<file path="src/rtl/core/quad_arming_motor_mixer_core_assert.svh">
// Assertion macros shared by the mixer core.
// Each check is sampled on the rising clock edge and is switched off while reset is held.
`ifndef QUAD_ARMING_MOTOR_MIXER_CORE_ASSERT_SVH
`define QUAD_ARMING_MOTOR_MIXER_CORE_ASSERT_SVH

// The consequent must hold in the same cycle as the antecedent.
`define QAMM_ASSERT_IMP(label, clk, rstn, ante, cons) \
    label: assert property (@(posedge clk) disable iff (!rstn) (ante) |-> (cons)) \
        else $error("qamm: same-cycle check failed");

// The consequent must hold in the cycle after the antecedent.
`define QAMM_ASSERT_NEXT(label, clk, rstn, ante, cons) \
    label: assert property (@(posedge clk) disable iff (!rstn) (ante) |=> (cons)) \
        else $error("qamm: next-cycle check failed");

`endif

</file>
<file path="src/rtl/core/qamm_pkg.sv">
`default_nettype none

package qamm_pkg;

    localparam int THR_W   = 10;
    localparam int STICK_W = 10;
    localparam int CORR_W  = 11;
    localparam int SERVO_W = 10;
    localparam int PULSE_W = 12;
    localparam int PHASE_W = 2;
    localparam int SUM_W   = 14;
    localparam int CFG_IDX_W  = 2;
    localparam int CFG_DATA_W = 12;
    localparam int IN_TDATA_W  = 64;
    localparam int OUT_TDATA_W = 80;

    // Arming state codes.
    localparam logic [PHASE_W-1:0] PHASE_IDLE   = 2'd0;
    localparam logic [PHASE_W-1:0] PHASE_PRIMED = 2'd1;
    localparam logic [PHASE_W-1:0] PHASE_ARMED  = 2'd2;

    // Configuration register indexes.
    localparam logic [CFG_IDX_W-1:0] REG_THROTTLE_CAP = 2'd0;
    localparam logic [CFG_IDX_W-1:0] REG_PULSE_MIN    = 2'd1;
    localparam logic [CFG_IDX_W-1:0] REG_PULSE_MAX    = 2'd2;
    localparam logic [CFG_IDX_W-1:0] REG_PULSE_OFF    = 2'd3;

    // Reset values of the configuration registers.
    localparam logic [THR_W-1:0]   THROTTLE_CAP_RST = 10'd800;
    localparam logic [PULSE_W-1:0] PULSE_MIN_RST    = 12'd1060;
    localparam logic [PULSE_W-1:0] PULSE_MAX_RST    = 12'd2000;
    localparam logic [PULSE_W-1:0] PULSE_OFF_RST    = 12'd1000;

    // Stick thresholds of the arming machine.
    localparam logic [STICK_W-1:0] STICK_LOW  = 10'd40;
    localparam logic [STICK_W-1:0] YAW_ARM    = 10'd450;
    localparam logic [STICK_W-1:0] YAW_DISARM = 10'd950;

    localparam logic [PULSE_W-1:0] PULSE_BASE = 12'd1000;
    localparam logic [PULSE_W-1:0] SERVO_LOW  = 12'd500;
    localparam logic [PULSE_W-1:0] SERVO_HIGH = 12'd2500;

    typedef logic [PULSE_W-1:0] pulse_t;

    // Input beat, last field in the lowest bits.
    typedef struct packed {
        logic [SERVO_W-1:0]        servo_command;
        logic signed [CORR_W-1:0]  yaw_correction;
        logic signed [CORR_W-1:0]  roll_correction;
        logic signed [CORR_W-1:0]  pitch_correction;
        logic [STICK_W-1:0]        yaw_stick;
        logic [THR_W-1:0]          throttle_stick;
    } in_item_t;

    typedef struct packed {
        pulse_t front_left;
        pulse_t rear_left;
        pulse_t rear_right;
        pulse_t front_right;
    } motor_set_t;

    // Result beat, last field in the lowest bits.
    typedef struct packed {
        logic               arm_event;
        logic [PHASE_W-1:0] arm_phase;
        pulse_t             servo_falling;
        pulse_t             servo_rising;
        motor_set_t         motors;
    } out_item_t;

    // Settings that the mixer needs from the configuration registers.
    typedef struct packed {
        logic [THR_W-1:0] throttle_cap;
        pulse_t           pulse_min;
        pulse_t           pulse_max;
        pulse_t           pulse_off;
    } mix_cfg_t;

endpackage

`default_nettype wire

</file>
<file path="src/rtl/core/qamm_motor_mix.sv">
`default_nettype none

// X-frame mixing of throttle and the three corrections into four motor pulses.
module qamm_motor_mix (
    input  logic                                  armed,
    input  logic [qamm_pkg::THR_W-1:0]            throttle,
    input  logic signed [qamm_pkg::CORR_W-1:0]    pitch,
    input  logic signed [qamm_pkg::CORR_W-1:0]    roll,
    input  logic signed [qamm_pkg::CORR_W-1:0]    yaw,
    input  qamm_pkg::mix_cfg_t                    cfg,
    output qamm_pkg::motor_set_t                  motors
);

    localparam int SW = qamm_pkg::SUM_W;
    localparam int EXT_C = qamm_pkg::SUM_W - qamm_pkg::CORR_W;
    localparam int EXT_P = qamm_pkg::SUM_W - qamm_pkg::PULSE_W;
    localparam int EXT_T = qamm_pkg::SUM_W - qamm_pkg::THR_W;

    logic [qamm_pkg::THR_W-1:0] thr_capped;
    logic signed [SW-1:0] base_x;
    logic signed [SW-1:0] p_x;
    logic signed [SW-1:0] r_x;
    logic signed [SW-1:0] y_x;
    logic signed [SW-1:0] min_x;
    logic signed [SW-1:0] max_x;
    logic signed [SW-1:0] sum_fr;
    logic signed [SW-1:0] sum_rr;
    logic signed [SW-1:0] sum_rl;
    logic signed [SW-1:0] sum_fl;

    // Raise to the minimum first, then cut to the maximum, so the maximum wins
    // when the two limits cross.
    function automatic qamm_pkg::pulse_t clamp_pulse(
        input logic signed [SW-1:0] v,
        input logic signed [SW-1:0] lo,
        input logic signed [SW-1:0] hi
    );
        logic signed [SW-1:0] t;
        t = v;
        if (t < lo) begin
            t = lo;
        end
        if (t > hi) begin
            t = hi;
        end
        return t[qamm_pkg::PULSE_W-1:0];
    endfunction

    assign thr_capped = (throttle > cfg.throttle_cap) ? cfg.throttle_cap : throttle;

    assign base_x = $signed({{EXT_P{1'b0}}, qamm_pkg::PULSE_BASE})
                  + $signed({{EXT_T{1'b0}}, thr_capped});
    assign p_x    = $signed({{EXT_C{pitch[qamm_pkg::CORR_W-1]}}, pitch});
    assign r_x    = $signed({{EXT_C{roll[qamm_pkg::CORR_W-1]}}, roll});
    assign y_x    = $signed({{EXT_C{yaw[qamm_pkg::CORR_W-1]}}, yaw});
    assign min_x  = $signed({{EXT_P{1'b0}}, cfg.pulse_min});
    assign max_x  = $signed({{EXT_P{1'b0}}, cfg.pulse_max});

    assign sum_fr = base_x - p_x + r_x - y_x;
    assign sum_rr = base_x + p_x + r_x + y_x;
    assign sum_rl = base_x + p_x - r_x - y_x;
    assign sum_fl = base_x - p_x - r_x + y_x;

    always_comb begin
        if (armed) begin
            motors.front_right = clamp_pulse(sum_fr, min_x, max_x);
            motors.rear_right  = clamp_pulse(sum_rr, min_x, max_x);
            motors.rear_left   = clamp_pulse(sum_rl, min_x, max_x);
            motors.front_left  = clamp_pulse(sum_fl, min_x, max_x);
        end else begin
            motors.front_right = cfg.pulse_off;
            motors.rear_right  = cfg.pulse_off;
            motors.rear_left   = cfg.pulse_off;
            motors.front_left  = cfg.pulse_off;
        end
    end

endmodule

`default_nettype wire

</file>
<file path="src/rtl/core/quad_arming_motor_mixer_core.sv">
// Motor mixer core for an X-frame quadcopter with a stick-driven arming machine.
// One input beat on the s_ channel is one control tick: throttle and yaw sticks, the three
// PID corrections and a servo command. Each tick yields exactly one result beat on the
// m_ channel: four motor pulses, two servo pulses, the arming phase after the tick and a
// flag that marks the tick on which the machine entered the armed phase.
// The four settings (throttle cap, lowest, highest and off pulse) are written through the
// plain write port, one register per cycle, and are meant to change only while the core
// holds no unfinished tick.
// A beat that is taken sits in the input register, is mixed and lands in the result register
// once that register is free, and is offered on m_tvalid from then on.
// Throughput is one beat per cycle while m_tready is high; the arming state register is
// the only state carried from tick to tick, updated as each tick enters the result register.
// When the receiver stalls, the result is held and the input register still takes one more
// beat; s_tready falls only when both registers are full and m_tready is low.
// Reset clears both valid flags, returns the arming machine to idle and reloads the
// settings with their default values.
`default_nettype none

module quad_arming_motor_mixer_core (
    input  logic                                  aclk,
    input  logic                                  aresetn,
    // Configuration write port.
    input  logic                                  cfg_wr_en,
    input  logic [qamm_pkg::CFG_IDX_W-1:0]        cfg_index,
    input  logic [qamm_pkg::CFG_DATA_W-1:0]       cfg_wdata,
    // Input channel.
    input  logic                                  s_tvalid,
    output logic                                  s_tready,
    // From bit 0: throttle_stick[9:0], yaw_stick[19:10], pitch_correction[30:20],
    // roll_correction[41:31], yaw_correction[52:42], servo_command[62:53], zero [63].
    input  logic [qamm_pkg::IN_TDATA_W-1:0]       s_tdata,
    // Result channel.
    output logic                                  m_tvalid,
    input  logic                                  m_tready,
    // From bit 0: motor_front_right[11:0], motor_rear_right[23:12],
    // motor_rear_left[35:24], motor_front_left[47:36], servo_rising[59:48],
    // servo_falling[71:60], arm_phase[73:72], arm_event[74], zeros [79:75].
    output logic [qamm_pkg::OUT_TDATA_W-1:0]      m_tdata
);

    `include "quad_arming_motor_mixer_core_assert.svh"

    localparam int IN_W  = $bits(qamm_pkg::in_item_t);
    localparam int OUT_W = $bits(qamm_pkg::out_item_t);

    // Settings.
    logic [qamm_pkg::THR_W-1:0] throttle_cap_reg, throttle_cap_next;
    qamm_pkg::pulse_t           pulse_min_reg, pulse_min_next;
    qamm_pkg::pulse_t           pulse_max_reg, pulse_max_next;
    qamm_pkg::pulse_t           pulse_off_reg, pulse_off_next;

    // Pipeline registers.
    logic                 in_valid_reg, in_valid_next;
    qamm_pkg::in_item_t   in_item_reg;
    logic                 res_valid_reg, res_valid_next;
    qamm_pkg::out_item_t  res_reg;
    logic [qamm_pkg::PHASE_W-1:0] arm_state_reg, arm_state_next;

    logic                 s_accept;
    logic                 res_free;
    logic                 advance;
    logic                 thr_low;
    logic [qamm_pkg::PHASE_W-1:0] phase_a;
    logic [qamm_pkg::PHASE_W-1:0] phase_b;
    logic [qamm_pkg::PHASE_W-1:0] phase_c;
    logic                 event_c;
    qamm_pkg::mix_cfg_t   mix_cfg;
    qamm_pkg::motor_set_t motors;
    qamm_pkg::out_item_t  res_next;

    // Handshake: the result register frees itself when taken, and the input register
    // empties into it whenever it is free.
    assign res_free = !res_valid_reg || m_tready;
    assign advance  = in_valid_reg && res_free;
    assign s_tready = !in_valid_reg || res_free;
    assign s_accept = s_tvalid && s_tready;

    assign in_valid_next  = s_accept || (in_valid_reg && !res_free);
    assign res_valid_next = advance || (res_valid_reg && !m_tready);

    always_comb begin
        throttle_cap_next = throttle_cap_reg;
        pulse_min_next    = pulse_min_reg;
        pulse_max_next    = pulse_max_reg;
        pulse_off_next    = pulse_off_reg;
        if (cfg_wr_en) begin
            unique case (cfg_index)
                qamm_pkg::REG_THROTTLE_CAP: begin
                    throttle_cap_next = cfg_wdata[qamm_pkg::THR_W-1:0];
                end
                qamm_pkg::REG_PULSE_MIN: begin
                    pulse_min_next = cfg_wdata[qamm_pkg::PULSE_W-1:0];
                end
                qamm_pkg::REG_PULSE_MAX: begin
                    pulse_max_next = cfg_wdata[qamm_pkg::PULSE_W-1:0];
                end
                qamm_pkg::REG_PULSE_OFF: begin
                    pulse_off_next = cfg_wdata[qamm_pkg::PULSE_W-1:0];
                end
                default: begin
                    throttle_cap_next = throttle_cap_reg;
                end
            endcase
        end
    end

    // The three arming checks run in order, each one seeing the phase left by the one
    // before, so a primed machine may arm and disarm again within a single tick.
    always_comb begin
        thr_low = in_item_reg.throttle_stick < qamm_pkg::STICK_LOW;

        phase_a = arm_state_reg;
        if (arm_state_reg == qamm_pkg::PHASE_IDLE && thr_low
                && in_item_reg.yaw_stick < qamm_pkg::STICK_LOW) begin
            phase_a = qamm_pkg::PHASE_PRIMED;
        end

        phase_b = phase_a;
        event_c = 1'b0;
        if (phase_a == qamm_pkg::PHASE_PRIMED && thr_low
                && in_item_reg.yaw_stick > qamm_pkg::YAW_ARM) begin
            phase_b = qamm_pkg::PHASE_ARMED;
            event_c = 1'b1;
        end

        phase_c = phase_b;
        if (phase_b == qamm_pkg::PHASE_ARMED && thr_low
                && in_item_reg.yaw_stick > qamm_pkg::YAW_DISARM) begin
            phase_c = qamm_pkg::PHASE_IDLE;
        end
    end

    assign arm_state_next = advance ? phase_c : arm_state_reg;

    assign mix_cfg.throttle_cap = throttle_cap_reg;
    assign mix_cfg.pulse_min    = pulse_min_reg;
    assign mix_cfg.pulse_max    = pulse_max_reg;
    assign mix_cfg.pulse_off    = pulse_off_reg;

    qamm_motor_mix u_mix (
        .armed    (phase_c == qamm_pkg::PHASE_ARMED),
        .throttle (in_item_reg.throttle_stick),
        .pitch    (in_item_reg.pitch_correction),
        .roll     (in_item_reg.roll_correction),
        .yaw      (in_item_reg.yaw_correction),
        .cfg      (mix_cfg),
        .motors   (motors)
    );

    // Servo pulses wrap to twelve bits, which covers every ten-bit command.
    always_comb begin
        res_next.motors        = motors;
        res_next.servo_rising  = qamm_pkg::SERVO_LOW
                               + {1'b0, in_item_reg.servo_command, 1'b0};
        res_next.servo_falling = qamm_pkg::SERVO_HIGH
                               - {1'b0, in_item_reg.servo_command, 1'b0};
        res_next.arm_phase     = phase_c;
        res_next.arm_event     = event_c;
    end

    always_ff @(posedge aclk) begin
        if (!aresetn) begin
            in_valid_reg     <= 1'b0;
            res_valid_reg    <= 1'b0;
            arm_state_reg    <= qamm_pkg::PHASE_IDLE;
            throttle_cap_reg <= qamm_pkg::THROTTLE_CAP_RST;
            pulse_min_reg    <= qamm_pkg::PULSE_MIN_RST;
            pulse_max_reg    <= qamm_pkg::PULSE_MAX_RST;
            pulse_off_reg    <= qamm_pkg::PULSE_OFF_RST;
        end else begin
            in_valid_reg     <= in_valid_next;
            res_valid_reg    <= res_valid_next;
            arm_state_reg    <= arm_state_next;
            throttle_cap_reg <= throttle_cap_next;
            pulse_min_reg    <= pulse_min_next;
            pulse_max_reg    <= pulse_max_next;
            pulse_off_reg    <= pulse_off_next;
        end
    end

    // Payload registers carry no reset; the valid flags guard them.
    always_ff @(posedge aclk) begin
        if (s_accept) begin
            in_item_reg <= qamm_pkg::in_item_t'(s_tdata[IN_W-1:0]);
        end
        if (advance) begin
            res_reg <= res_next;
        end
    end

    assign m_tvalid = res_valid_reg;
    assign m_tdata  = {{(qamm_pkg::OUT_TDATA_W-OUT_W){1'b0}}, res_reg};

    // The stored arming state always matches the phase reported by the newest result.
    `QAMM_ASSERT_NEXT(a_state_follows_result, aclk, aresetn, advance, arm_state_reg == res_reg.arm_phase)
    // An arming event ends either armed or, after an immediate disarm, idle.
    `QAMM_ASSERT_IMP(a_event_not_primed, aclk, aresetn, m_tvalid && res_reg.arm_event, res_reg.arm_phase != qamm_pkg::PHASE_PRIMED)
    // Outside the armed phase every motor gets the off pulse; front right and rear left are checked.
    `QAMM_ASSERT_IMP(a_off_when_disarmed, aclk, aresetn, m_tvalid && res_reg.arm_phase != qamm_pkg::PHASE_ARMED, res_reg.motors.front_right == pulse_off_reg && res_reg.motors.rear_left == pulse_off_reg)
    // The armed rear right pulse stays within the limits whenever the limits are ordered.
    `QAMM_ASSERT_IMP(a_armed_in_range, aclk, aresetn, m_tvalid && res_reg.arm_phase == qamm_pkg::PHASE_ARMED && pulse_min_reg <= pulse_max_reg, res_reg.motors.rear_right >= pulse_min_reg && res_reg.motors.rear_right <= pulse_max_reg)

endmodule

`default_nettype wire

</file>
<file path="config.mk">
export PLATFORM = sky130hd
export DESIGN_NAME = quad_arming_motor_mixer_core
export DESIGN_NICKNAME = d
export VERILOG_FILES = /design/src/rtl/core/qamm_pkg.sv /design/src/rtl/core/qamm_motor_mix.sv /design/src/rtl/core/quad_arming_motor_mixer_core.sv
export VERILOG_INCLUDE_DIRS = /design/src /design/src/rtl/core
export SDC_FILE = /design/constraint.sdc
export NUM_CORES = 1
export LEC_CHECK = 0
export BUFFER_PORTS_ARGS = -buffer_cell sky130_fd_sc_hd__buf_4
export CAP_MARGIN = 0
export CORE_MARGIN = 5
export CORE_UTILIZATION = 30
export CTS_BUF_LIST = sky130_fd_sc_hd__clkbuf_4 sky130_fd_sc_hd__clkbuf_8
export CTS_CLUSTER_SIZE = 24
export DETAILED_ROUTE_END_ITERATION = 16
export REMOVE_ABC_BUFFERS = 1
export SLEW_MARGIN = 40
export SYNTH_ARGS = -nofsm -noshare
export SYNTH_HDL_FRONTEND = slang
export SYNTH_HIERARCHICAL = 1
export SYNTH_SLANG_ARGS = --single-unit
</file>
<file path="constraint.sdc">
create_clock -name aclk -period 9.7 [get_ports aclk]
set_clock_uncertainty 0.2 [all_clocks]
set_input_delay 0 -clock aclk [delete_from_list [all_inputs] [get_ports aclk]]
set_output_delay 0 -clock aclk [all_outputs]
set_load 0.02 [all_outputs]
</file>
After elaboration in Yosys (flattened, before gate mapping)
Cells that the tools add are included.
{ "totals": {"output_inout_bits": 82, "reg_bits": 188, "input_bits": 83, "wordCells": 95} }
{ "op_classes": {"addsub": 13, "muxes": 18, "n_lt_le_gt_ge": 13, "eq_ne": 6, "reduce_logical": 24} }
{ "op_table": {"columns": ["operator", "n"], "rows": [
  ["2-to-1 mux 14 bit", 8],
  ["adder 14 x 11 -> 14 bit", 4],
  ["> comparator 14 x 13 -> 1 bit", 4],
  ["less-than comparator 14 x 13 -> 1 bit", 4],
  ["subtractor 14 x 11 -> 14 bit", 4],
  ["2-to-1 mux 12 bit", 4],
  ["2-to-1 mux 48 bit", 1],
  ["less-than comparator 10 x 6 -> 1 bit, second input constant", 2],
  ["adder 12 x 11 -> 13 bit", 1],
  ["subtractor 12 x 11 -> 13 bit", 1],
  ["adder 9 x 11 -> 12 bit, first input constant", 1],
  ["subtractor 12 x 11 -> 12 bit, first input constant", 1],
  ["adder 10 x 10 -> 11 bit, first input constant", 1],
  ["> comparator 10 bit", 1],
  ["> comparator 10 bit, second input constant", 1],
  ["> comparator 10 x 9 -> 1 bit, second input constant", 1],
  ["logical AND 1 bit", 10],
  ["2-to-1 mux 10 bit", 1],
  ["equality test 2 bit, second input constant", 4],
  ["AND reduction 2 bit", 4],
  ["2-to-1 mux 2 bit", 3],
  ["equality test 2 x 1 -> 1 bit, second input constant", 2],
  ["logical NOT 1 bit", 4],
  ["logical NOT 2 bit", 2],
  ["other kinds (2)", 5]
]} }

Depth between registers and ports, before layout
Gate-level depths: netlist (run 1).
{ "depth": {"depth_word": 17, "mapped_depth": 46, "ltp_nobuf": 42} }

Hierarchy
Netlist (run 1), hierarchy kept.
{ "modules_own_cells": {"columns": ["mod", "seq_area_each_um2", "cells_each", "n_inst", "area_each_um2"], "rows": [
  ["qamm_motor_mix", 0.0, 1091, 1, 8775.9],
  ["quad_arming_motor_mixer_core", 5054.8, 444, 1, 6483.7]
]} }

Least setup slack after synthesis (run 1)
Ideal clock, no wire load.
{ "synth_timing": {"path_type": "flip-flop to flip-flop", "from": "reg in_item_reg[8] (netlist name)", "to": "reg res_reg, in the netlist m_tdata[19], data pin", "path_stages_with_launch": 42, "path_slack_ps": 215, "n_path_buf": 2, "arrival_time_ps": 9024, "cell_sequence": "edfxtp_1 ha_1 nand3_1 or3_1 o21ai_0 a21oi_1 a31oi_2 mux2_2 ha_1 nor3_1 xor2_1 nor2_1 a21oi_1 ha_1 nor2_1 nand2_1 o21ai_0 a31oi_1 [6 not listed] nor2b_1 xnor2_1 ha_1 o2111a_1 a2111oi_0 ha_1 clkbuf_1 clkinv_1 mux2_2 ha_1 o21a_1 o21a_1 o21a_1 o221ai_1 o211a_1 clkbuf_1 a21oi_1 a311o_1"} }
{ "synth_lines": {"columns": ["item", "line", "source"], "rows": [
  ["start, declared", "quad_arming_motor_mixer_core.sv:54", "qamm_pkg::in_item_t in_item_reg;"],
  ["start signal, assigned", "quad_arming_motor_mixer_core.sv:184", "in_item_reg <= qamm_pkg::in_item_t'(s_tdata[IN_W-1:0]);"],
  ["end signal, assigned", "quad_arming_motor_mixer_core.sv:187", "res_reg <= res_next;"],
  ["end, declared", "quad_arming_motor_mixer_core.sv:56", "qamm_pkg::out_item_t res_reg;"]
]} }

==> load_flow_metrics.sql, run 1 <==
INSERT INTO impl_metrics (metric_group, metric, value, unit) VALUES
('outcome', 'status', 'finished clean', ''),
('global_routing', 'grt_start_max_net_pins', '70', ''),
('floorplan', 'placementRows', '82', ''),
('global_routing', 'grt_use_total', '0.1861', ''),
('timing', 'fmax', '104.6', 'MHz'),
('clock_tree', 'cts_max_path_buffers', '2', ''),
('critical_path', 'timing_worst_setup_path_type', 'flip-flop to flip-flop', ''),
('clock_tree', 'clkSlewWorstSetupHoldPaths', '100', 'ps'),
('critical_path', 'path_buf_inv', '9', ''),
('floorplan', 'standard_cell_core_area', '50270', 'sq um'),
('synthesis', 'netlist_instances', '1535', ''),
('clock_tree', 'cts_tree', 'yes', ''),
('layout', 'n_fill_cell', '4642', ''),
('global_routing', 'via_count_of_the_first_global_routing_pass', '14099', ''),
('clock_tree', 'cts-htree-levels', '4', ''),
('critical_path', 'crit_fanout', '10', ''),
('synthesis', 'mappedNetlistArea', '15260', 'sq um'),
('job', 'max_cap_viol_count', '0', ''),
('timing', 'report.final.hold_viol_count', '0', ''),
('synthesis', 'ys_async_sr_fraction', '0', ''),
('placed_design', 'placement.setup.worst_slack', '-485.8', 'ps'),
('detailed_routing', 'antenna_left', '0', ''),
('critical_path', 'critPathMaxStageDelay', '560', 'ps'),
('detailed_routing', 'drtPass1Iterations', '6', ''),
('placed_design', 'hpwlAfterDp', '41.90', 'mm'),
('layout', 'stdcell_count', '2879', ''),
('synthesis', 'synthesis.area_per_instance', '9.941', 'sq um'),
('floorplan', 'num_io_pins', '165', ''),
('placed_design', 'io_port_bufs', '156', ''),
('detailed_routing', 'drt_drc_violations_left', '0', ''),
('layout', 'nNetsFinal', '2523', ''),
('layout', 'final_cell_area', '23480', 'sq um'),
('synthesis', 'yosysMostFrequentCell', 'sky130_fd_sc_hd__ha_1', ''),
('timing', 'fin_ws', '137.0', 'ps'),
('timing', 'timing.final.setup_violations', '0', ''),
('floorplan', 'design.die.area', '55480', 'sq um'),
('timing', 'slew_violations', '0', ''),
('synthesis', 'synth_seq_area_share', '0.3313', ''),
('timing', 'period_share', '0.9859', ''),
('floorplan', 'die_width', '235.5', 'microns'),
('global_routing', 'number_of_antenna_violations_at_the_first_check_in_global_routing', '0', ''),
('critical_path', 'timing.critical_path.slowest_stage_cell', 'sky130_fd_sc_hd__or4_4', ''),
('clock_tree', 'cts_buffers', '17', ''),
('critical_path', 'kind_of_end_point_of_the_critical_path', 'flip-flop', ''),
('min_path', 'hp-class', 'primary input to flip-flop', ''),
('layout', 'drive_above_1_share', '0.3697', ''),
('critical_path', 'worstSetupStartpointType', 'flip-flop', ''),
('timing', 'period_needed', '9563', 'ps'),
('synthesis', 'yosysWarnings', '6', ''),
('detailed_routing', 'detail_route.wirelength', '54.34', 'mm'),
('placed_design', 'post-place-cells', '2638', ''),
('floorplan', 'initial_utilization', '0.3035', ''),
('synthesis', 'netlist-cell-type-count', '92', ''),
('synthesis', 'synth.area.top_cells', 'sky130_fd_sc_hd__edfxtp_1 (27%), sky130_fd_sc_hd__ha_1 (16%), sky130_fd_sc_hd__fa_1 (7.2%), sky130_fd_sc_hd__dfxtp_1 (6.6%), sky130_fd_sc_hd__nand2_1 (3.7%)', ''),
('synthesis', 'yosys-top-cells-count', 'sky130_fd_sc_hd__ha_1 (191), sky130_fd_sc_hd__nand2_1 (150), sky130_fd_sc_hd__inv_1 (137)', ''),
('critical_path', 'critPathRequiredTime', '9760', 'ps'),
('layout', 'register_cell_area_after_layout', '5060', 'sq um'),
('critical_path', 'cp.arrival', '9630', 'ps'),
('global_routing', 'grt_overflow_total', '0', ''),
('layout', 'antenna_cells', '0', ''),
('synthesis', 'area_fraction_of_the_dominant_cell_type_after_synthesis', '0.2657', ''),
('clock_tree', 'cts.root.buffer_cell', 'sky130_fd_sc_hd__clkbuf_8', ''),
('placed_design', 'place_congestion', '0.9524', ''),
('layout', 'syn_to_final_growth', '53.89', '%'),
('global_routing', 'grt_first_pass_wirelength', '81.38', 'mm'),
('clock_tree', 'clock-sinks', '185', ''),
('layout', 'flip_flop_count_of_the_largest_register_all_copies_and_words_added', '72', ''),
('timing', 'worstMarginPinSlew', '701.7', 'ps'),
('synthesis', 'synth_enable_flop_cells', '135', ''),
('critical_path', 'critPathMostFrequentCell', 'sky130_fd_sc_hd__buf_6', ''),
('clock_tree', 'clkLatencyLatePin', '550', 'ps');
[layout by cell type (no fill, tap or decap), drive strengths merged, types with 32 or more instances in the layout]
| cell | n |
|---|---|
| a21o | 33 |
| buf | 529 |
| xnor2 | 61 |
| nor3 | 32 |
| mux2 | 40 |
| edfxtp | 135 |
| nor2 | 73 |
| ha | 191 |
| fa | 55 |
| nand2 | 151 |
| nand3 | 50 |
| a21oi | 93 |
| o21ai | 47 |
| dlygate4sd3 | 153 |
| inv | 143 |
| dfxtp | 50 |
[through the flow]
stage | setup TNS, ps | utilization
6_report | 0 | 0.4671
5_1_grt | -5562 | 0.4671
4_1_cts | -8.824 | 0.4392
3_5_place_dp | -8026 | 0.3889
3_3_place_gp | -3011 | 0.3888
2_1_floorplan | -1602 | -
[layer usage]
layer  vias to the layer above  global-route usage  share of wire
li1                       6866                   -              -
met1                      6884              0.2446           0.45
met2                       326              0.3199           0.49
met3                        67             0.03151          0.040
met4                         0             0.04715          0.026
met5                         -                   0              0
[path summary, 6_finish.rpt]
check	startpoint	end	slack, ps	cells after the start
setup / recovery	in_item_reg[4]	m_tdata[32]	140	45
hold / removal	cfg_wdata[9]	pulse_max_reg[9]	110	4
setup reg to reg	in_item_reg[4]	m_tdata[32]	140	45
hold reg to reg	pulse_off_reg[7]	pulse_off_reg[7]	270	2
[layout make-up]
type                       instances  area share
clock buffer                      21     0.01177
clock inverter                    11    0.004848
inverter                         138     0.02206
multi-input combinational       1168      0.4649
sequential                       185      0.2155
tap                              672     0.03580
timing repair buffer             684      0.2451
[worst register-to-register path, delay by kind of cell (launching register included)]
kind	cells	cell delay, ps
flops	1	430
simple gates	8	1640
compound gates	15	2400
buf+inv	9	1190
fa+ha+maj	7	1990
xor+xnor	3	700
mux	3	750
[timing repair]
action	4_1_cts	5_1_grt
gates resized for setup	80	193
hold buffers	153	0
setup endpoints to repair	40	48
buffers inserted	27	27
pin swaps	47	102
hold endpoints to repair	126	0
cloned	3	2
[cells by family (layout without fill, tap and decap cells)]
group	after synthesis	after routing	share of synthesized area
and+or+nand+nor	404	404	0.1291
AOI/OAI and AO/OA	359	360	0.1651
muxes	61	61	0.04354
xor gates and xnor gates	90	90	0.05166
adders and majority gates	246	246	0.2288
other	1	7	0.0002457
buffers and inverters	189	854	0.05043
DFF	185	185	0.3313
Power of run 1 is not shown: default switching activity piles up to over one toggle a cycle in this logic, so the estimate is an artifact.
==> run 2, diff against run 1 <==
REMOVE_ABC_BUFFERS = default   (was 1)
==> run 2 against run 1 <==
Compared with the run above: cell count rose by 0.31%; critical path type unchanged; critical path depth did not move; sequential cell count did not move; die area did not move; sequential share of layout area fell by 0.27 points; highest routed layer unchanged.
==> load_flow_metrics.sql, run 2 (synthesis gave the netlist of run 1 again) <==
INSERT INTO impl_metrics (metric_group, metric, value, unit) VALUES
('outcome', 'status', 'finished clean', ''),
('detailed_routing', 'route.detailed.wl_per_inst', '18.58', 'microns'),
('critical_path', 'timing_worst_setup_path_type', 'flip-flop to flip-flop', ''),
('global_routing', 'grt_first_pass_wirelength', '80.14', 'mm'),
('critical_path', 'worstSetupStartpointType', 'flip-flop', ''),
('detailed_routing', 'drtPass1Iterations', '5', ''),
('clock_tree', 'cts-htree-levels', '4', ''),
('global_routing', 'grt_overflow_total', '0', ''),
('clock_tree', 'clkLatencyLatePin', '550', 'ps'),
('detailed_routing', 'antenna_left', '0', ''),
('layout', 'stdcell_count', '2888', ''),
('timing', 'fmax', '104.0', 'MHz'),
('placed_design', 'post-place-cells', '2613', ''),
('timing', 'report.final.hold_viol_count', '0', ''),
('placed_design', 'hpwlAfterDp', '40.82', 'mm'),
('timing', 'period_share', '0.9909', ''),
('floorplan', 'design.die.area', '55480', 'sq um'),
('detailed_routing', 'detail_route.wirelength', '53.66', 'mm'),
('floorplan', 'num_io_pins', '165', ''),
('placed_design', 'io_port_bufs', '156', ''),
('layout', 'drive_above_1_share', '0.3806', ''),
('clock_tree', 'cts_tree', 'yes', ''),
('global_routing', 'via_count_of_the_first_global_routing_pass', '14383', ''),
('min_path', 'hp-class', 'primary input to flip-flop', ''),
('floorplan', 'die_width', '235.5', 'microns'),
('clock_tree', 'cts_buffers', '17', ''),
('timing', 'slew_violations', '0', ''),
('layout', 'register_cell_area_after_layout', '5059', 'sq um'),
('global_routing', 'grt_use_total', '0.1831', ''),
('timing', 'worstMarginPinSlew', '713.4', 'ps'),
('clock_tree', 'clkSlewWorstSetupHoldPaths', '110', 'ps'),
('critical_path', 'timing.critical_path.slowest_stage_cell', 'sky130_fd_sc_hd__or4_4', ''),
('detailed_routing', 'drt-vias-per-instance', '4.936', ''),
('detailed_routing', 'drt-initial-drc-count', '1032', ''),
('job', 'max_cap_viol_count', '0', ''),
('timing', 'grt_setup_unrepaired', 'true', ''),
('placed_design', 'place_congestion', '0.9700', ''),
('floorplan', 'placementRows', '82', ''),
('global_routing', 'number_of_antenna_violations_at_the_first_check_in_global_routing', '1', ''),
('global_routing', 'grt_start_max_net_pins', '73', ''),
('critical_path', 'kind_of_end_point_of_the_critical_path', 'flip-flop', ''),
('layout', 'nNetsFinal', '2532', ''),
('layout', 'mostFrequentLayoutCell', 'sky130_fd_sc_hd__buf_4', ''),
('detailed_routing', 'drt_drc_violations_left', '0', ''),
('floorplan', 'standard_cell_core_area', '50270', 'sq um'),
('critical_path', 'cp.arrival', '9690', 'ps'),
('layout', 'flip_flop_count_of_the_largest_register_all_copies_and_words_added', '72', ''),
('clock_tree', 'clock-sinks', '185', ''),
('layout', 'syn_to_final_growth', '55.78', '%'),
('layout', 'commonest_cells_after_routing_fill_and_taps_aside', 'sky130_fd_sc_hd__buf_4 (501), sky130_fd_sc_hd__dlygate4sd3_1 (169), sky130_fd_sc_hd__nand2_1 (146)', ''),
('critical_path', 'crit_fanout', '7', ''),
('critical_path', 'critPathRequiredTime', '9780', 'ps'),
('clock_tree', 'cts_max_path_buffers', '2', ''),
('layout', 'multi_input_area', '11170', 'sq um'),
('timing', 'period_needed', '9612', 'ps'),
('clock_tree', 'cts.root.buffer_cell', 'sky130_fd_sc_hd__clkbuf_8', ''),
('critical_path', 'critPathMaxStageDelay', '550', 'ps'),
('floorplan', 'chipHeight', '235.5', 'microns'),
('layout', 'n_fill_cell', '4597', ''),
('timing', 'timing.final.setup_violations', '0', ''),
('timing', 'timing.slew.headroom', '0.5150', ''),
('floorplan', 'initial_utilization', '0.3035', ''),
('detailed_routing', 'via_count', '14255', '');
==> run 2: changes by cell type in the layout (fill, tap and decap cells not counted), moves of 5 or more <==
| cell | delta |
|---|---|
| sky130_fd_sc_hd__mux2_4 | -5 |
| sky130_fd_sc_hd__o21ai_0 | -6 |
| sky130_fd_sc_hd__buf_4 | +5 |
| sky130_fd_sc_hd__buf_6 | -7 |
| sky130_fd_sc_hd__ha_1 | -9 |
| sky130_fd_sc_hd__ha_4 | +6 |
| sky130_fd_sc_hd__a21oi_2 | +6 |
| sky130_fd_sc_hd__o21ai_1 | +8 |
| sky130_fd_sc_hd__dlygate4sd3_1 | +16 |
| sky130_fd_sc_hd__a21oi_1 | -7 |
| sky130_fd_sc_hd__mux2_2 | +5 |
==> run 2: final timing paths <==
path	from	to	slack, ps	cells after the start
hold / removal	cfg_wdata[9]	pulse_off_reg[9]	120	4
setup reg to reg	in_item_reg[3]	m_tdata[31]	90	45
hold reg to reg	pulse_off_reg[10]	pulse_off_reg[10]	280	2
setup / recovery	in_item_reg[3]	m_tdata[31]	90	45
==> run 2: stage by stage <==
| stage | instance area [sq um] | worst slack, ps | hold slack (ps) | setup TNS, ps | util |
|---|---|---|---|---|---|
| finish | 23770 | 88.36 | 116.4 | 0 | 0.4728 |
| global route | 23770 | -284.8 | 91.09 | -4468 | 0.4728 |
| CTS | 22020 | -15.17 | 59.73 | -21.38 | 0.4381 |
| detailed placement | 19330 | -679.5 | -20.45 | -16010 | 0.3844 |
| global placement | 19320 | -438.8 | -21.03 | -8839 | 0.3843 |
| floorplan | 15280 | 214.6 | -101.1 | 0 | - |
==> run 2: what timing repair did <==
action,CTS,global route
setup endpoints to repair,48,48
hold buffers,169,0
resized for setup,60,253
gates cloned,2,1
setup buffers,35,41
hold endpoints to repair,113,0
pin swaps,36,115
==> run 2: critical path, delay by kind of cell, from the launching register on <==
kind	cells	cell delay (ps)
adders and majority gates	8	2230
AOI/OAI and AO/OA	18	3090
xor gates and xnor gates	3	480
muxes	2	640
buffers and inverters	10	1310
DFF	1	450
and+or+nand+nor	4	910
==> run 2: area by class of cell <==
type / count / area share
Timing Repair Buffer: 693 / 0.2434
Inverter: 138 / 0.02179
Tap cell: 672 / 0.03537
Multi-Input combinational cell: 1168 / 0.4701
Antenna cell: 1 / 0.0001053
Sequential cell: 185 / 0.2128
Clock buffer: 17 / 0.009843
Clock inverter: 14 / 0.006632
==> run 2: layer usage <==
metal	vias to the layer above	share of wire	GRT usage	routed length, microns
met2	367	0.49	0.3105	26240
met4	0	0.031	0.06439	1668
li1	6893	-	-	-
met3	80	0.043	0.02847	2298
met1	6915	0.44	0.2381	23460
met5	-	0	0	0
Power of run 2 is left out for the same reason.
==> run 3, diff against run 2 <==
ABC_AREA = 1   (was default)
==> run 3 against run 2 <==
Compared with the run above: via count increased by 3.1%; critical path type unchanged; final area decreased by 15%; utilization decreased by 9.2 points.
==> load_flow_metrics.sql, run 3 <==
INSERT INTO impl_metrics (metric_group, metric, value, unit) VALUES
('global_routing', 'grt_overflow_total', '0', ''),
('detailed_routing', 'route.detailed.wl_per_inst', '16.07', 'microns'),
('layout', 'multi_input_area', '9622', 'sq um'),
('timing', 'worstMarginPinSlew', '745.6', 'ps'),
('clock_tree', 'cts_buffers', '17', ''),
('clock_tree', 'cts-htree-levels', '4', ''),
('layout', 'commonest_cells_after_routing_fill_and_taps_aside', 'sky130_fd_sc_hd__nand2_1 (553), sky130_fd_sc_hd__inv_1 (329), sky130_fd_sc_hd__nand3_1 (224)', ''),
('synthesis', 'yosys_most_used_dff', 'sky130_fd_sc_hd__edfxtp_1', ''),
('floorplan', 'standard_cell_core_area', '52870', 'sq um'),
('synthesis', 'synth_seq_area_share', '0.3143', ''),
('critical_path', 'worstSetupStartpointType', 'flip-flop', ''),
('layout', 'n_fill_cell', '5434', ''),
('global_routing', 'via_count_of_the_first_global_routing_pass', '14242', ''),
('detailed_routing', 'drtPass1Iterations', '5', ''),
('layout', 'register_cell_area_after_layout', '5055', 'sq um'),
('layout', 'mostFrequentLayoutCell', 'sky130_fd_sc_hd__nand2_1', ''),
('clock_tree', 'cts_max_path_buffers', '2', ''),
('detailed_routing', 'detail_route.wirelength', '49.88', 'mm'),
('timing', 'period_needed', '9009', 'ps'),
('synthesis', 'area_fraction_of_the_dominant_cell_type_after_synthesis', '0.2521', ''),
('layout', 'flip_flop_count_of_the_largest_register_all_copies_and_words_added', '72', ''),
('synthesis', 'mappedNetlistArea', '16080', 'sq um'),
('critical_path', 'critPathMaxStageDelay', '520', 'ps'),
('synthesis', 'netlist_instances', '2102', ''),
('placed_design', 'hpwlAfterDp', '40.72', 'mm'),
('floorplan', 'initial_utilization', '0.3042', ''),
('synthesis', 'yosysWarnings', '6', ''),
('detailed_routing', 'via_count', '14702', ''),
('clock_tree', 'cts_tree', 'yes', ''),
('synthesis', 'yosysMostFrequentCell', 'sky130_fd_sc_hd__nand2_1', ''),
('critical_path', 'timing_worst_setup_path_type', 'flip-flop to flip-flop', ''),
('layout', 'stdcell_count', '3104', ''),
('floorplan', 'placementRows', '84', ''),
('synthesis', 'number_of_synthesized_register_bits', '185', ''),
('critical_path', 'timing.critical_path.slowest_stage_cell', 'sky130_fd_sc_hd__ha_2', ''),
('synthesis', 'synthesis.area_per_instance', '7.651', 'sq um'),
('global_routing', 'grt_start_max_net_pins', '77', ''),
('detailed_routing', 'drt-vias-per-instance', '4.736', ''),
('global_routing', 'grt_first_pass_wirelength', '77.61', 'mm'),
('min_path', 'hp-class', 'primary input to flip-flop', ''),
('placed_design', 'post-place-cells', '2911', ''),
('timing', 'slew_violations', '0', ''),
('synthesis', 'netlist-cell-type-count', '45', ''),
('critical_path', 'kind_of_end_point_of_the_critical_path', 'flip-flop', ''),
('synthesis', 'ys_async_sr_fraction', '0', ''),
('layout', 'antenna_cells', '0', ''),
('floorplan', 'chipHeight', '241.5', 'microns'),
('detailed_routing', 'drt-initial-drc-count', '1381', ''),
('placed_design', 'place_congestion', '0.9543', ''),
('clock_tree', 'cts.root.buffer_cell', 'sky130_fd_sc_hd__clkbuf_8', ''),
('detailed_routing', 'antenna_left', '0', ''),
('layout', 'drive_above_1_share', '0.1084', ''),
('timing', 'report.final.hold_viol_count', '0', ''),
('layout', 'nNetsFinal', '2732', ''),
('synthesis', 'synth_enable_flop_cells', '135', ''),
('critical_path', 'crit_fanout', '24', ''),
('critical_path', 'cp.arrival', '9100', 'ps'),
('critical_path', 'critPathMostFrequentCell', 'sky130_fd_sc_hd__nand2_1', ''),
('clock_tree', 'clock-sinks', '185', ''),
('critical_path', 'critPathRequiredTime', '9790', 'ps'),
('clock_tree', 'clkLatencyLatePin', '590', 'ps'),
('clock_tree', 'clkSlewWorstSetupHoldPaths', '170', 'ps'),
('timing', 'timing.slew.headroom', '0.5011', ''),
('floorplan', 'num_io_pins', '165', ''),
('placed_design', 'io_port_bufs', '156', ''),
('timing', 'period_share', '0.9288', ''),
('floorplan', 'die_width', '241.5', 'microns'),
('outcome', 'status', 'finished clean', ''),
('detailed_routing', 'drt_drc_violations_left', '0', ''),
('min_path', 'timing.hold.worst_path_depth', '4', ''),
('job', 'max_cap_viol_count', '0', ''),
('synthesis', 'yosys-top-cells-count', 'sky130_fd_sc_hd__nand2_1 (553), sky130_fd_sc_hd__inv_1 (334), sky130_fd_sc_hd__nand3_1 (224)', ''),
('timing', 'timing.final.setup_violations', '0', ''),
('synthesis', 'synth_top_cell_by_area', 'sky130_fd_sc_hd__edfxtp_1', ''),
('global_routing', 'grt_use_total', '0.1671', ''),
('layout', 'syn_to_final_growth', '25.05', '%'),
('timing', 'fmax', '111.0', 'MHz'),
('global_routing', 'number_of_antenna_violations_at_the_first_check_in_global_routing', '0', ''),
('synthesis', 'synth.area.top_cells', 'sky130_fd_sc_hd__edfxtp_1 (25%), sky130_fd_sc_hd__ha_1 (15%), sky130_fd_sc_hd__nand2_1 (13%), sky130_fd_sc_hd__inv_1 (7.8%), sky130_fd_sc_hd__nand3_1 (7.0%)', ''),
('floorplan', 'design.die.area', '58340', 'sq um'),
('critical_path', 'depth_of_the_worst_register_to_register_path', '48', '');
-- run 3: cell types whose count changed in the layout (fill, tap and decap cells not counted), sizes merged, moves of 25 or more --
cell	change
inv	+195
nor2	+87
a21o	-29
o21ai	+52
a21boi	-29
xor2	+25
mux2	-40
nand3	+175
xnor2	-51
nand2	+419
buf	-353
-- run 3: cell type report --
type | count | share of cell area
Timing Repair inverter | 3 | 0.001120
Tap cell | 688 | 0.04280
Multi-Input combinational cell | 1537 | 0.4784
Timing Repair Buffer | 322 | 0.1413
Clock buffer | 17 | 0.01163
Sequential cell | 185 | 0.2514
Inverter | 337 | 0.06365
Clock inverter | 15 | 0.009706
-- run 3: repair_timing --
action | in CTS | in global routing
resized for setup | 0 | 40
setup buffers | 0 | 6
hold buffers | 152 | 0
endpoints found under the hold margin | 120 | 0
endpoints found under the setup margin | 0 | 48
-- run 3: per-stage QoR --
| step | hold slack, ps | instance area [sq um] | utilization | setup WS, ps | setup TNS, ps |
|---|---|---|---|---|---|
| after floorplan | -101.1 | 16100 | - | 1952 | 0 |
| after global routing | 62.60 | 20110 | 0.3804 | -51.64 | -268.7 |
| after detailed placement | -20.48 | 17990 | 0.3404 | 373.4 | 0 |
| after CTS | 34.51 | 19950 | 0.3773 | 307.2 | 0 |
| after global placement | -21.26 | 17940 | 0.3393 | 499.2 | 0 |
| final | 86.24 | 20110 | 0.3804 | 690.9 | 0 |
-- run 3: worst paths after layout --
path	start	end	slack, ps
worst min register to register	pulse_max_reg[6]	pulse_max_reg[6]	270
worst max-delay path	in_item_reg[7]	m_tdata[38]	690
worst min-delay path	cfg_wdata[3]	pulse_min_reg[3]	90
worst max register to register	in_item_reg[7]	m_tdata[38]	690
-- run 3: cell families after synthesis --
group / count (synthesis) / share of synthesized area
compound gates: 220 / 0.07594
fa+ha+maj: 246 / 0.2171
simple gates: 1000 / 0.2625
other cells: 1 / 0.0002332
flops: 185 / 0.3143
buf+inv: 386 / 0.09507
xor+xnor: 64 / 0.03486
-- run 3: worst max-delay path: cells and delay by family, from the launching register on --
kind	cells	cell delay, ps
AOI/OAI and AO/OA	3	550
xor gates and xnor gates	2	550
adders and majority gates	8	3090
buffers and inverters	4	500
DFF	1	470
and+or+nand+nor	31	3370
-- run 3: per-layer routing --
layer  part of all wire  up-vias  routed length, microns  GRT usage
met5                  0        -                       0          0
met4              0.035        0                    1764    0.06126
met3              0.048       76                    2402    0.02615
met2               0.46      422                   22930     0.2757
met1               0.46     6825                   22790     0.2227
li1                   -     7379                       -          -
Power of run 3 is left out for the same reason.
